--- config.mk ---
export PLATFORM = sky130hd
export DESIGN_NAME = dmx_rgbw_dimmer_with_strobe
export DESIGN_NICKNAME = d
export VERILOG_FILES = /design/src/rtl/dmxd_pkg.sv /design/src/rtl/dmxd_ctrl.sv /design/src/rtl/dmxd_datapath.sv /design/src/rtl/dmx_rgbw_dimmer_with_strobe.sv
export VERILOG_INCLUDE_DIRS = /design/src /design/src/rtl
export SDC_FILE = /design/constraint.sdc
export NUM_CORES = 1
export LEC_CHECK = 0
export ABC_AREA = 1
export BUFFER_PORTS_ARGS = -buffer_cell sky130_fd_sc_hd__buf_2
export CAP_MARGIN = 20
export CORE_MARGIN = 5
export CORE_UTILIZATION = 50
export DETAILED_ROUTE_END_ITERATION = 16
export PLACE_DENSITY = 0.67
export SYNTH_ARGS = -nofsm -noshare
export SYNTH_HDL_FRONTEND = slang
export SYNTH_SLANG_ARGS = --single-unit
export TNS_END_PERCENT = 1
--- constraint.sdc ---
create_clock -name clk -period 15.25 [get_ports clk]
set_input_delay 0.7625 -clock clk [delete_from_list [all_inputs] [get_ports clk]]
set_output_delay 0.7625 -clock clk [all_outputs]
set_load 0.01 [all_outputs]
--- src/rtl/dmx_rgbw_dimmer_with_strobe_defines.svh ---
// ----------------------------------------------------------------------------
// DMX RGBW dimmer assertion macros
// Shared concurrent assertion wrappers, clocked on clk and disabled in rst.
// ----------------------------------------------------------------------------
`ifndef DMX_RGBW_DIMMER_WITH_STROBE_DEFINES_SVH
`define DMX_RGBW_DIMMER_WITH_STROBE_DEFINES_SVH

`ifndef SYNTHESIS
// same-cycle implication
`define DMXD_ASSERT_NOW(label, ante, cons) \
  label: assert property (@(posedge clk) disable iff (rst) (ante) |-> (cons)) \
    else $error("dmxd assertion failed");
// next-cycle implication
`define DMXD_ASSERT_NEXT(label, ante, cons) \
  label: assert property (@(posedge clk) disable iff (rst) (ante) |=> (cons)) \
    else $error("dmxd assertion failed");
`else
`define DMXD_ASSERT_NOW(label, ante, cons)
`define DMXD_ASSERT_NEXT(label, ante, cons)
`endif

`endif

--- src/rtl/dmxd_pkg.sv ---
// ----------------------------------------------------------------------------
// dmxd_pkg
// Types, strobe period table and controller/datapath interface structs.
// ----------------------------------------------------------------------------
package dmxd_pkg;

  localparam int unsigned PERIOD_W  = 13;
  localparam int unsigned MS_W      = 32;
  localparam int unsigned LEVEL_W   = 8;
  localparam int unsigned CH_COUNT  = 4;
  localparam logic [PERIOD_W-1:0] PERIOD_MAX = 13'd8191;

  // fixture channel offsets from channel_base
  localparam logic [8:0] OFS_RED    = 9'd0;
  localparam logic [8:0] OFS_GREEN  = 9'd1;
  localparam logic [8:0] OFS_BLUE   = 9'd2;
  localparam logic [8:0] OFS_WHITE  = 9'd3;
  localparam logic [8:0] OFS_DIMMER = 9'd4;
  localparam logic [8:0] OFS_STROBE = 9'd5;

  localparam logic [7:0] STROBE_DARK_BELOW  = 8'd10;
  localparam logic [7:0] STROBE_STEADY_OVER = 8'd245;

  localparam logic [63:0] Q_ONE = 64'h0001_0000_0000_0000;

  typedef logic [255:0][PERIOD_W-1:0] period_tab_t;

  typedef enum logic [3:0] {
    S_IDLE  = 4'b0001,
    S_DIV   = 4'b0010,
    S_SCALE = 4'b0100,
    S_DONE  = 4'b1000
  } state_t;

  typedef struct packed {
    logic       accept;
    logic       div_step;
    logic       scale_step;
    logic [1:0] scale_sel;
    logic       out_load;
  } ctrl_cmd_t;

  typedef struct packed {
    logic out_free;
  } ctrl_status_t;

  // floor(a*b / 2^48)
  function automatic logic [63:0] q_mul(logic [63:0] a, logic [63:0] b);
    logic [127:0] p;
    p = {64'd0, a} * {64'd0, b};
    return p[111:48];
  endfunction

  function automatic logic [63:0] q_pow235(logic [63:0] r);
    logic [63:0] acc;
    acc = Q_ONE;
    for (int i = 0; i < 235; i++) begin
      acc = q_mul(acc, r);
    end
    return acc;
  endfunction

  // shift-subtract quotient, elaboration use only
  function automatic logic [63:0] q_udiv(logic [63:0] n, logic [63:0] d);
    logic [64:0] rem;
    logic [63:0] q;
    rem = '0;
    q   = '0;
    for (int i = 63; i >= 0; i--) begin
      rem = {rem[63:0], n[i]};
      if (rem >= {1'b0, d}) begin
        rem  = rem - {1'b0, d};
        q[i] = 1'b1;
      end
    end
    return q;
  endfunction

  // period[s] = floor(10000*2^48 / (249*X - 247*2^48)), X = r^(s-10)
  function automatic period_tab_t build_periods();
    period_tab_t tab;
    logic [63:0] lo;
    logic [63:0] hi;
    logic [63:0] mid;
    logic [63:0] x;
    logic [63:0] d;
    logic [63:0] p;
    lo = Q_ONE;
    hi = Q_ONE + (Q_ONE >> 7);
    while (hi - lo > 64'd1) begin
      mid = lo + ((hi - lo) >> 1);
      if (q_pow235(mid) <= (Q_ONE << 1)) lo = mid;
      else hi = mid;
    end
    x = Q_ONE;
    for (int s = 0; s < 256; s++) begin
      if (s < 10) begin
        tab[s] = PERIOD_MAX;
      end else begin
        if (s > 10) x = q_mul(x, lo);
        d = 64'd249 * x - 64'd247 * Q_ONE;
        p = (d == 64'd0) ? 64'(PERIOD_MAX) : q_udiv(64'd10000 << 48, d);
        tab[s] = (p > 64'(PERIOD_MAX)) ? PERIOD_MAX : p[PERIOD_W-1:0];
      end
    end
    return tab;
  endfunction

  localparam period_tab_t PERIOD_TABLE = build_periods();

endpackage

--- src/rtl/dmxd_ctrl.sv ---
// ----------------------------------------------------------------------------
// dmxd_ctrl
// Sequencer: accept, 32 divide steps, 4 scale steps, output hand-off.
// ----------------------------------------------------------------------------
`include "dmx_rgbw_dimmer_with_strobe_defines.svh"

module dmxd_ctrl
  import dmxd_pkg::*;
(
  input  logic         clk,
  input  logic         rst,
  input  logic         in_valid,
  output logic         in_ready,
  input  ctrl_status_t status,
  output ctrl_cmd_t    cmd
);

  state_t     state;
  state_t     state_next;
  logic [4:0] cnt;
  logic [4:0] cnt_next;

  always_comb begin
    state_next     = state;
    cnt_next       = cnt;
    in_ready       = 1'b0;
    cmd            = '0;
    cmd.scale_sel  = cnt[1:0];
    unique case (state)
      S_IDLE: begin
        in_ready = 1'b1;
        if (in_valid) begin
          cmd.accept = 1'b1;
          cnt_next   = '0;
          state_next = S_DIV;
        end
      end
      S_DIV: begin
        cmd.div_step = 1'b1;
        cnt_next     = cnt + 5'd1;
        if (cnt == 5'd31) begin
          state_next = S_SCALE;
        end
      end
      S_SCALE: begin
        cmd.scale_step = 1'b1;
        cnt_next       = cnt + 5'd1;
        if (cnt[1:0] == 2'd3) begin
          state_next = S_DONE;
        end
      end
      S_DONE: begin
        if (status.out_free) begin
          cmd.out_load = 1'b1;
          state_next   = S_IDLE;
        end
      end
      default: begin
        state_next = S_IDLE;
      end
    endcase
  end

  always_ff @(posedge clk) begin
    if (rst) begin
      state <= S_IDLE;
      cnt   <= '0;
    end else begin
      state <= state_next;
      cnt   <= cnt_next;
    end
  end

  `DMXD_ASSERT_NOW(a_load_needs_room, cmd.out_load, status.out_free)
  `DMXD_ASSERT_NEXT(a_accept_starts_div, cmd.accept, state == S_DIV && cnt == 5'd0)
  `DMXD_ASSERT_NEXT(a_div_ends_in_scale, state == S_DIV && cnt == 5'd31,
                    state == S_SCALE && cnt[1:0] == 2'd0)

endmodule

--- src/rtl/dmxd_datapath.sv ---
// ----------------------------------------------------------------------------
// dmxd_datapath
// Channel registers, ms counter, serial divider, shared scaler, output reg.
// ----------------------------------------------------------------------------
module dmxd_datapath
  import dmxd_pkg::*;
#(
  parameter int SLOT_COUNT = 512
) (
  input  logic         clk,
  input  logic         rst,
  input  ctrl_cmd_t    cmd,
  output ctrl_status_t status,
  input  logic         channel_base_we,
  input  logic [8:0]   channel_base,
  input  logic         req_type,
  input  logic [8:0]   slot_index,
  input  logic [7:0]   slot_value,
  output logic         out_valid,
  input  logic         out_ready,
  output logic [39:0]  out_data
);

  logic [8:0]          base;
  logic [7:0]          red_value;
  logic [7:0]          green_value;
  logic [7:0]          blue_value;
  logic [7:0]          white_value;
  logic [7:0]          dimmer_value;
  logic [7:0]          strobe_value;
  logic [PERIOD_W-1:0] strobe_period_ms;
  logic [MS_W-1:0]     ms_count;
  logic [MS_W-1:0]     ms_count_next;

  logic [MS_W-1:0]     div_shift;
  logic [PERIOD_W-1:0] div_rem;
  logic [PERIOD_W:0]   div_trial;
  logic                div_qbit;

  logic [8:0]          slot_ofs;
  logic                slot_hit;
  logic                phase;
  logic [7:0]          colour;
  logic [15:0]         prod;
  logic [16:0]         prod_adj;
  logic [CH_COUNT-1:0][LEVEL_W-1:0] levels;

  always_ff @(posedge clk) begin
    if (rst) begin
      base <= '0;
    end else if (channel_base_we) begin
      base <= channel_base;
    end
  end

  // slot decode; slots at or past SLOT_COUNT never land
  assign slot_ofs = slot_index - base;
  assign slot_hit = ({1'b0, slot_index} < 10'(SLOT_COUNT)) && (slot_index >= base)
                    && (slot_ofs <= OFS_STROBE);
  assign ms_count_next = req_type ? ms_count + 32'd1 : ms_count;

  always_ff @(posedge clk) begin
    if (rst) begin
      red_value        <= '0;
      green_value      <= '0;
      blue_value       <= '0;
      white_value      <= '0;
      dimmer_value     <= '0;
      strobe_value     <= '0;
      strobe_period_ms <= '0;
      ms_count         <= '0;
    end else if (cmd.accept) begin
      ms_count <= ms_count_next;
      if (!req_type && slot_hit) begin
        unique case (slot_ofs)
          OFS_RED:    red_value    <= slot_value;
          OFS_GREEN:  green_value  <= slot_value;
          OFS_BLUE:   blue_value   <= slot_value;
          OFS_WHITE:  white_value  <= slot_value;
          OFS_DIMMER: dimmer_value <= slot_value;
          default: begin
            strobe_value     <= slot_value;
            strobe_period_ms <= PERIOD_TABLE[slot_value];
          end
        endcase
      end
    end
  end

  // restoring divider, one quotient bit per step; only the last bit is kept
  assign div_trial = {div_rem, div_shift[MS_W-1]};

  always_ff @(posedge clk) begin
    if (cmd.accept) begin
      div_shift <= ms_count_next;
      div_rem   <= '0;
      div_qbit  <= 1'b0;
    end else if (cmd.div_step) begin
      div_shift <= {div_shift[MS_W-2:0], 1'b0};
      if (div_trial >= {1'b0, strobe_period_ms}) begin
        div_rem  <= PERIOD_W'(div_trial - {1'b0, strobe_period_ms});
        div_qbit <= 1'b1;
      end else begin
        div_rem  <= div_trial[PERIOD_W-1:0];
        div_qbit <= 1'b0;
      end
    end
  end

  always_comb begin
    if (strobe_value < STROBE_DARK_BELOW) begin
      phase = 1'b0;
    end else if (strobe_value > STROBE_STEADY_OVER) begin
      phase = 1'b1;
    end else if (strobe_period_ms == '0) begin
      phase = 1'b0;
    end else begin
      phase = div_qbit;
    end
  end

  // one shared multiplier; p/255 = (p + (p>>8) + 1) >> 8 for p <= 255*255
  always_comb begin
    unique case (cmd.scale_sel)
      2'd0: colour = red_value;
      2'd1: colour = green_value;
      2'd2: colour = blue_value;
      2'd3: colour = white_value;
      default: colour = red_value;
    endcase
  end

  assign prod     = colour * dimmer_value;
  assign prod_adj = {1'b0, prod} + {9'd0, prod[15:8]} + 17'd1;

  always_ff @(posedge clk) begin
    if (cmd.scale_step) begin
      levels[cmd.scale_sel] <= phase ? prod_adj[15:8] : 8'd0;
    end
  end

  assign status.out_free = !out_valid || out_ready;

  always_ff @(posedge clk) begin
    if (rst) begin
      out_valid <= 1'b0;
    end else if (cmd.out_load) begin
      out_valid <= 1'b1;
    end else if (out_ready) begin
      out_valid <= 1'b0;
    end
  end

  always_ff @(posedge clk) begin
    if (cmd.out_load) begin
      out_data <= {7'd0, phase, levels[3], levels[2], levels[1], levels[0]};
    end
  end

endmodule

--- src/rtl/dmx_rgbw_dimmer_with_strobe.sv ---
// Flow: input transfer, divide steps, scale steps, then the load into the output register once it is free.
// One item in flight at a time: s_tready is high only while the controller is idle.
// The result sits in an output register, so a new item is taken while it waits.
// Reset (rst, synchronous): channel values, period, ms counter and base go to zero.
// ----------------------------------------------------------------------------
// dmx_rgbw_dimmer_with_strobe
// RGBW fixture: latches six DMX slots, counts ms ticks, and emits dimmed,
// strobe-gated levels for every input item.
// ----------------------------------------------------------------------------
module dmx_rgbw_dimmer_with_strobe
  import dmxd_pkg::*;
#(
  parameter int SLOT_COUNT = 512   // slots at or above this are ignored
) (
  input  logic        clk,
  input  logic        rst,
  // channel_base register write
  input  logic        channel_base_we,
  input  logic [8:0]  channel_base,
  // input stream
  input  logic        s_tvalid,
  output logic        s_tready,
  input  logic [23:0] s_tdata,   // [8:0] slot_index, [16:9] slot_value, rest zero
  input  logic        s_tuser,   // [0] req_type: 0 slot write, 1 ms tick
  // result stream
  output logic        m_tvalid,
  input  logic        m_tready,
  output logic [39:0] m_tdata    // [7:0] red, [15:8] green, [23:16] blue,
                                 // [31:24] white, [32] strobe_phase, rest zero
);

  ctrl_cmd_t    cmd;
  ctrl_status_t status;

  // Controller: idle -> 32 divide steps (ms_count / period, LSB of quotient
  // gives the flash phase) -> 4 scale steps through one 8x8 multiplier ->
  // hand-off into the output register once it is free.
  dmxd_ctrl u_ctrl (
    .clk      (clk),
    .rst      (rst),
    .in_valid (s_tvalid),
    .in_ready (s_tready),
    .status   (status),
    .cmd      (cmd)
  );

  // Datapath: the input transfer updates the channel registers or the ms
  // counter and seeds the divider with the post-update count.
  dmxd_datapath #(
    .SLOT_COUNT (SLOT_COUNT)
  ) u_dp (
    .clk             (clk),
    .rst             (rst),
    .cmd             (cmd),
    .status          (status),
    .channel_base_we (channel_base_we),
    .channel_base    (channel_base),
    .req_type        (s_tuser),
    .slot_index      (s_tdata[8:0]),
    .slot_value      (s_tdata[16:9]),
    .out_valid       (m_tvalid),
    .out_ready       (m_tready),
    .out_data        (m_tdata)
  );

endmodule
# After elaboration in Yosys (flattened, before gate mapping)

Memory sizes are Yosys's and may differ from the RTL's. A register that Yosys moved wholly into a read port is not among the register bits.
Cells that the tools add are included.

Add/sub/neg operators: 6
Equal/unequal tests: 16
Multiply operators: 1
Muxes and demuxes: 29
Magnitude comparators: 7
Bitwise gates (word level): 1
Reduce and logical (&&, ||, !) cells: 22

Operator list:

| cell                    | count |
|---|---|
| $mux W32                | 3 |
| $add A32 B1 Y32 const B | 1 |
| $bwmux W32              | 1 |
| $pmux W8 S4             | 1 |
| $eq A9 B2 Y1 const B    | 2 |
| $reduce_and A3 Y1       | 6 |
| $add A16 B1 Y16 const B | 1 |
| $add A16 B8 Y16         | 1 |
| $demux W8 S2            | 1 |
| $mul A8 B8 Y16          | 1 |
| $mux W4                 | 4 |
| $mux W8                 | 2 |
| $pmux W4 S4             | 1 |
| $ge A14 B13 Y1          | 1 |
| $logic_not A13 Y1       | 1 |
| $mux W1                 | 13 |
| $mux W13                | 1 |
| $sub A13 B13 Y13        | 1 |
| $pmux W5 S2             | 1 |
| $eq A9 B1 Y1 const B    | 1 |
| $eq A9 B3 Y1 const B    | 1 |
| $ge A9 B9 Y1            | 1 |
| $le A9 B3 Y1 const B    | 1 |
| $logic_not A9 Y1        | 1 |
| 26 further kinds        | 34 |

Register bits after elaboration: 210
Bits in read-only memories: 3328
Input port bits: 39
Output and inout port bits: 42
Memories: 1
Word-level logic and storage cells: 102

Memory list:

| name            | words | width | read ports | clocked after memory_dff | wr ports | line                | RTL |
|---|---|---|---|---|---|---|---|
| (no name shown) | 256   | 13    | 1          | 1                        | 0        | dmxd_datapath.sv:83 | `strobe_period_ms <= PERIOD_TABLE[slot_value];` |

# Logic depth before layout (Yosys ltp)

Gate-level depths: netlist (run 1).

Depth after elaboration: 7
Mapped depth: 40
Depth with buffers taken out: 39

# By module

From an unflattened synthesis (run 1), not the netlist that was laid out.

Cell total of the unflattened synthesis: 2057
Area total of the unflattened synthesis: 14991.9 um^2

Modules (own cells, without submodules):

| module        | sequential area each (um^2) | area an instance (um^2) | times used | cells an instance |
|---|---|---|---|---|
| dmxd_datapath | 5235.0                      | 14445.1                 | 1          | 1977 |
| dmxd_ctrl     | 180.2                       | 546.8                   | 1          | 80 |

# Worst setup path after synthesis (run 1)

Ideal clock, no wire load.

Path type: reg2reg
Start: reg u_ctrl.cnt[0]
End: reg u_dp.levels[17] in the netlist's numbering (data pin)
Library setup time: 0.263 ns
Required time: 14.987 ns
Stages on the path, launching flop included: 32
Period minus slack after synthesis: 5.866 ns
Arrival: 5.602 ns
Path slack: 9.384 ns
Buffers on the path: 1
Cells stage by stage: dfxtp_1 -> inv_1 -> ha_1 -> clkbuf_1 -> inv_1 -> o21ai_0 -> a221oi_1 -> a21oi_1 -> inv_1 -> nor2_1 -> fa_1 -> fa_1 -> fa_1 -> inv_1 -> fa_1 -> inv_1 -> ha_1 -> nand2_1 -> inv_1 -> nand2_1 -> nand2_1 -> nand2_1 -> nand3_1 -> nand2_1 -> nand2_1 -> ha_1 -> a21oi_1 -> nor2_1 -> nor2_1 -> nand2_1 -> o21ai_0 -> nor2_1

Word-level cells in the longest chain between the ends: 7
Elaborated cells between the ends (all ways): 15
Those cells by class: add/sub: 2; mul: 1; order compare: 2; eq/ne: 3; mux: 5; reduce/logical: 2

Ends and longest elaborated chain:

| item                                       | line                 | RTL |
|---|---|---|
| start: declaration                         | dmxd_ctrl.sv:20      | `logic [4:0] cnt;` |
| start signal: assignment                   | dmxd_ctrl.sv:70      | `cnt <= cnt_next;` |
| $eq A2 B2 Y1, or another cell as far along | dmxd_datapath.sv:124 | `unique case (cmd.scale_sel)` |
| $pmux W8 S4                                | dmxd_datapath.sv:124 |  |
| $mul A8 B8 Y16                             | dmxd_datapath.sv:133 | `assign prod = colour * dimmer_value;` |
| $add A16 B8 Y16                            | dmxd_datapath.sv:134 | `assign prod_adj = {1'b0, prod} + {9'd0, prod[15:8]} + 17'd1;` |
| $add A16 B1 Y16                            | dmxd_datapath.sv:134 |  |
| $mux W8                                    | dmxd_datapath.sv:138 | `levels[cmd.scale_sel] <= phase ? prod_adj[15:8] : 8'd0;` |
| $bwmux W32 *                               | dmxd_datapath.sv:138 |  |
| end signal: indexed assignment             | dmxd_datapath.sv:138 |  |
| end: declaration                           | dmxd_datapath.sv:46  | `logic [CH_COUNT-1:0][LEVEL_W-1:0] levels;` |

Mark *: on every way between the ends. The rest lies on a longest branch, timed or not.
A chain may end at the register's enable or synchronous reset.

# Worst setup path after layout (run 1)

Start: reg u_ctrl.cnt[0]
End: reg u_dp.levels[16] in the netlist's numbering (data pin)

The elaborated chain is that of the path after synthesis.

==> results of run 1 <==
-- power by group --
| group | internal, mW | total [mW] | switching, mW |
|---|---|---|---|
| Clock | 0.401 | 0.649 | 0.249 |
| Sequential | 0.688 | 0.709 | 0.0208 |
| Combinational | 0.110 | 0.366 | 0.256 |
| Total | 1.20 | 1.72 | 0.525 |
-- sequential cells by signal, summed over array words and instances, names as in the netlist --
signal	flops
u_dp.base	9
u_dp.blue_value	8
u_dp.dimmer_value	8
u_ctrl.state	4
u_dp.strobe_period_ms	13
u_dp.white_value	8
u_dp.ms_count	32
u_dp.red_value	8
u_dp.green_value	8
u_ctrl.cnt	5
u_dp.strobe_value	7
u_dp.out_data	33
u_dp.out_valid	1
u_dp.div_shift	32
u_dp.div_rem	13
u_dp.levels	32
u_dp.div_qbit	1
-- per-stage QoR --
step	power [mW]	std cells	hold slack (ps)
global route	1.82	2491	426
CTS	1.74	2491	419
floorplan	0.988	2050	400
detailed placement	1.08	2445	405
global placement	1.08	2445	402
finish	1.72	2491	418
-- cells in the final DEF, fill, tap and decap left out, types with 66 or more instances in the layout --
cell / n
nand2_1: 497
nor2_1: 313
inv_1: 262
a21oi_1: 126
dfxtp_1: 125
o21ai_0: 115
edfxtp_1: 97
nand3_1: 94
ha_1: 85
buf_2: 66
-- layout make-up --
class                      count  area, um^2
clock inverter                14         226
sequential                   222        5420
inverter                     273        1030
multi-input combinational   1489        8150
timing repair buffer          71         368
fill                        2848       13200
tap                          390         488
clock buffer                  32         672
-- worst register-to-register path: cells and delay by family, from the launching register on --
| kind | cells | cell delay [ps] |
|---|---|---|
| AOI/OAI and AO/OA | 4 | 810 |
| adders and majority gates | 7 | 3150 |
| and+or+nand+nor | 12 | 1450 |
| DFF | 1 | 440 |
| buffers and inverters | 8 | 940 |
-- worst max-delay path by stage --
| stage | startpoint | to | slack, ps | cells past startpoint |
|---|---|---|---|---|
| after CTS | u_ctrl.cnt[0] | u_dp.levels[30] | 8350 | 34 |
| after global placement | u_ctrl.cnt[0] | u_dp.levels[14] | 8500 | 34 |
| final | u_ctrl.cnt[0] | u_dp.levels[16] | 8260 | 31 |
| after detailed placement | u_ctrl.cnt[0] | u_dp.levels[30] | 8370 | 34 |
| after floorplan | u_ctrl.cnt[0] | u_dp.levels[17] | 9380 | 31 |
| after global routing | u_ctrl.cnt[0] | u_dp.levels[6] | 7710 | 37 |
-- metal layers --
layer | wire length, um | track usage (%)
met5 | 0 | 0
met2 | 18100 | 38.9
met4 | 1340 | 7.93
met3 | 1990 | 3.27
met1 | 17500 | 30.8
-- cells by family after synthesis --
group                    after synthesis  synth area share (%)
flip-flops                           222                  36.4
adder cells (fa/ha/maj)              123                  12.2
AND/OR/NAND/NOR                     1014                  28.6
buffers and inverters                339                  9.07
XOR/XNOR                              24                  1.54
other                                  1                0.0252
AO/OA/AOI/OAI                        321                  12.1
==> results.sh, run 1 <==
export IMPL_synth_seq_cells=222
export IMPL_max_freq_mhz=143
export IMPL_status="complete, no violations"
export IMPL_synthTopCellsByCount="497 x nand2_1, 314 x nor2_1, 263 x inv_1"
export IMPL_crit_top_cell="inv_1"
export IMPL_reg2reg_slack_ps=8260
export IMPL_powerDensity_nw_per_um2=105
export IMPL_grt_max_degree=77
export IMPL_worstHoldPathCells=0
export IMPL_synth_top_area_cell="edfxtp_1"
export IMPL_synth_edf_count=97
export IMPL_period_needed_ps=6990
export IMPL_relSlewSlack_pct=35.3
export IMPL_drv_cap=0
export IMPL_critPathLaunchType="flop"
export IMPL_cts_setup_buffers=0
export IMPL_nNetsFinal=2244
export IMPL_antenna_cells=0
export IMPL_io_pins=81
export IMPL_viasPerCell=5.44
export IMPL_r2r_end="u_dp.levels[16]"
export IMPL_routedWlPerCell_um=15.6
export IMPL_port_buffers=66
export IMPL_ys_flop_type="dfxtp_1"
export IMPL_area_growth_pct=9.78
export IMPL_ys_warn_count=0
export IMPL_crit_path_max_incr_delay_ps=540
export IMPL_rr_worst_depth=31
export IMPL_synthArstFlopShare_pct=0
export IMPL_p_leak_nw=7.42
export IMPL_fin_crit_sh_pct=45.8
export IMPL_slowest_stage="fa_1"
export IMPL_cts_root_buf="clkbuf_16"
export IMPL_cp_top_family="adder cells"
export IMPL_grt_pass1_vias=13400
export IMPL_place_area_um2=15500
export IMPL_critPathRequiredTime_ps=15590
export IMPL_hp_start="u_dp.levels[25]"
export IMPL_fp_row_count=63
export IMPL_cp_max_fo=10
export IMPL_final_area_um2=16300
export IMPL_vias=13500
export IMPL_drv_slew=0
export IMPL_htree_levels=1
export IMPL_drtIter0Drc=941
export IMPL_netlist_instances=2044
export IMPL_core_region_area_um2=29600
export IMPL_setup_viol=0
export IMPL_path_clk_slew_ps=60
export IMPL_clock_skew_ps=24.1
export IMPL_initial_utilization_pct=50.4
export IMPL_fin_util_pct=55.3
export IMPL_rsz0062_at_grt="false"
export IMPL_layout_drive_gt1_share_pct=7.57
export IMPL_hold_path_class="flop to flop"
export IMPL_tritoncts_num_sinks=222
export IMPL_grt_pass1_wl_um=65100
export IMPL_tightestPinTransition_ps=968
export IMPL_syn_cell_area_um2=14900
export IMPL_clock_insertion_delay_worst_skew_ps=540
export IMPL_clk_path_buf_depth=3
export IMPL_place_hpwl_um=27900
export IMPL_cts_repair_resized=0
export IMPL_grt_total_usage_pct=23.2
export IMPL_critPathArrivalTime_ps=7320
export IMPL_syn_area_per_cell_um2=7.29
export IMPL_setup_tns_ps=0
export IMPL_dieArea_um2=33300
export IMPL_holdPathEnd="u_dp.out_data[25]"
export IMPL_crit_path_end_kind="flop"
export IMPL_cts_buffers=25
export IMPL_grt_ovfl_total=0
export IMPL_r2r_start="u_ctrl.cnt[0]"
export IMPL_cts_tree="yes"
export IMPL_cts_hold_buf=0
export IMPL_die_y_um=183
export IMPL_wl_um=39000
export IMPL_cp_num_buf_inv=8
export IMPL_die_w_um=183
export IMPL_synth_top_area_share_pct=19.6
export IMPL_detail_route_antenna_nets=0
export IMPL_synth_cell_types=58
export IMPL_synth_area_leaders="edfxtp_1 20%, dfxtp_1 17%, nand2_1 13%"
export IMPL_firstDrtPassIters=6
export IMPL_drcViolationCount=0
export IMPL_criticalPathCategory="flop to flop"
export IMPL_finalHoldViolCount=0
export IMPL_vdd_ir_drop_max_uv=94.0
export IMPL_pre_cts_ws_ps=8370
export IMPL_setup_slack_ps=8260
export IMPL_synth_most_common_cell="nand2_1"
export IMPL_gp_congestion=0.973
export IMPL_seq_area_frac_synth_pct=36.4
export IMPL_antenna_found_initial=0
No activity file was read; power rests on OpenSTA's default activity.
==> run 2, diff against run 1 <==
ABC_AREA = 0   (was 1)
PLACE_DENSITY = 0.7   (was 0.67)
clock period = 5.83 ns   (was 15.25 ns; I/O delays follow)
==> results.sh, run 2 <==
export IMPL_status="finished, violations left"
export IMPL_violations="setup timing"
export IMPL_place_inst=2191
export IMPL_critPathLaunchType="flop"
export IMPL_drv_slew=0
export IMPL_powerDensity_nw_per_um2=204
export IMPL_gp_congestion=0.899
export IMPL_met1_usage_pct=29.4
export IMPL_netlist_instances=1703
export IMPL_initial_utilization_pct=50.4
export IMPL_synth_top_area_share_pct=19.0
export IMPL_power_mw=3.68
export IMPL_layout_common_cells="154 x nor2_1, 148 x nand2_1, 138 x buf_4, 123 x dfxtp_1, 108 x o21ai_0"
export IMPL_drcViolationCount=0
export IMPL_port_buffers=66
export IMPL_synth_edf_count=97
export IMPL_cts_tree="yes"
export IMPL_finalHoldViolCount=0
export IMPL_syn_area_per_cell_um2=9.01
export IMPL_regMostFlops="u_dp.out_data"
export IMPL_viasPerCell=5.76
export IMPL_mostFrequentLayoutCell="nor2_1"
export IMPL_relSlewSlack_pct=33.9
export IMPL_cp_max_fo=7
export IMPL_synth_seq_cells=222
export IMPL_slowest_stage="fa_1"
export IMPL_p_leak_nw=7.45
export IMPL_antenna_cells=0
export IMPL_use_met3_pct=2.53
export IMPL_hold_path_class="input pin to flop"
export IMPL_vias=13000
export IMPL_io_pins=81
export IMPL_final_cells=2255
export IMPL_largest_register_ffs=33
export IMPL_synth_area_leaders="edfxtp_1 19%, dfxtp_1 16%, ha_1 6.9%"
export IMPL_crit_path_end_kind="flop"
export IMPL_setup_slack_ps=-975
export IMPL_synth_cell_types=85
export IMPL_core_region_area_um2=30400
export IMPL_htree_levels=1
export IMPL_grt_pass1_vias=12400
export IMPL_synth_most_common_cell="nor2_1"
export IMPL_routedWlPerCell_um=16.8
export IMPL_area_growth_pct=17.5
export IMPL_seq_area_frac_synth_pct=35.3
export IMPL_dieArea_um2=34300
export IMPL_criticalPathCategory="flop to flop"
export IMPL_period_needed_ps=6800
export IMPL_max_freq_mhz=147
export IMPL_wl_um=38000
export IMPL_drv_cap=0
export IMPL_rsz0062_at_grt="true"
export IMPL_setup_viol=32
export IMPL_grt_total_usage_pct=21.4
export IMPL_cts_root_buf="clkbuf_16"
export IMPL_detail_route_antenna_nets=0
export IMPL_vdd_ir_drop_max_uv=189
export IMPL_crit_path_max_incr_delay_ps=530
export IMPL_synthTopCellsByCount="155 x nor2_1, 153 x nand2_1, 125 x dfxtp_1"
export IMPL_ys_warn_count=0
export IMPL_die_y_um=185
export IMPL_ys_flop_type="dfxtp_1"
export IMPL_clock_insertion_delay_worst_skew_ps=520
export IMPL_tritoncts_num_sinks=222
export IMPL_setup_tns_ps=-28700
export IMPL_grt_ovfl_total=0
export IMPL_drtIter0Drc=1190
export IMPL_tightestPinTransition_ps=977
export IMPL_fin_crit_sh_pct=117
export IMPL_synthArstFlopShare_pct=0
export IMPL_fp_row_count=64
export IMPL_firstDrtPassIters=6
export IMPL_nNetsFinal=2004
export IMPL_critPathArrivalTime_ps=7190
export IMPL_syn_cell_area_um2=15300
export IMPL_antenna_found_initial=1
export IMPL_grt_pass1_wl_um=61700
export IMPL_cts_buffers=23
export IMPL_layout_drive_gt1_share_pct=19.2
export IMPL_clk_path_buf_depth=3
export IMPL_busiest_layer="met2"
export IMPL_synth_top_area_cell="edfxtp_1"
export IMPL_place_hpwl_um=27400
export IMPL_critPathRequiredTime_ps=6220
export IMPL_clock_skew_ps=16.6
export IMPL_use_met2_pct=36.3
export IMPL_path_clk_slew_ps=70
export IMPL_grt_max_degree=82
export IMPL_fin_util_pct=59.3
export IMPL_die_w_um=185
run 2: worst paths after layout:
| kind | start | endpoint | slack, ps | depth (start not counted) |
|---|---|---|---|---|
| worst min register to register | u_dp.levels[23] | u_dp.out_data[23] | 420 | 0 |
| worst max-delay path | u_ctrl.cnt[0] | u_dp.levels[5] | -970 | 31 |
| worst max register to register | u_ctrl.cnt[0] | u_dp.levels[5] | -970 | 31 |
| worst min-delay path | channel_base[3] | u_dp.base[3] | 10 | 3 |
run 2: power breakdown:
part	leakage (nW)	total [mW]	switching (mW)	internal [mW]
clock	0.358	1.43	0.617	0.809
sequential	1.93	1.69	0.0205	1.67
combinational	5.16	0.561	0.348	0.213
run 2: layout make-up:
cell class | instances | area (um^2)
clock buffers | 30 | 622
clock inverters | 12 | 111
fillers | 2651 | 12400
inverters | 114 | 433
multi-input cells | 1273 | 9530
flip-flops and latches | 222 | 5420
well taps | 396 | 495
repair buffers | 208 | 1420
run 2: worst max-delay path: cells and delay by family, from the launching register on:
family | cells | cell delay (ps)
XOR/XNOR | 1 | 170
flip-flops | 1 | 380
multiplexers | 1 | 190
AND/OR/NAND/NOR | 5 | 1000
AO/OA/AOI/OAI | 7 | 1400
adder cells (fa/ha/maj) | 7 | 2510
buffers and inverters | 10 | 1020
run 2: logic make-up after synthesis:
group | after synthesis | share of synthesized area (%)
DFF | 222 | 35.3
and+or+nand+nor | 601 | 19.5
AOI/OAI and AO/OA | 362 | 16.2
muxes | 97 | 6.78
buffers and inverters | 214 | 5.57
xor gates and xnor gates | 83 | 4.74
adders and majority gates | 123 | 11.9
other | 1 | 0.0244
run 2: per-layer routing:
metal,routed length [um],part of all wire [%],vias to the layer above
li1,-,-,6308
met3,1960,5.2,81
met4,902,2.4,2
met1,16900,44,6187
met5,13,0.034,-
met2,18200,48,402
run 2: through the flow:
stage | hold slack [ps] | setup slack, ps | area, um^2
6_report | 14.4 | -975 | 18000
3_3_place_gp | 403 | -1060 | 16900
3_5_place_dp | 405 | -1260 | 16900
5_1_grt | 6.56 | -1260 | 18000
4_1_cts | 1.83 | -999 | 17800
2_1_floorplan | 400 | -620 | 15600
run 2: repair_timing:
action	CTS	global route
setup buffers	11	9
resized for setup	24	32
hold buffers	0	0
endpoints found under the setup margin	32	32
gates cloned	0	0
pin swaps	35	37
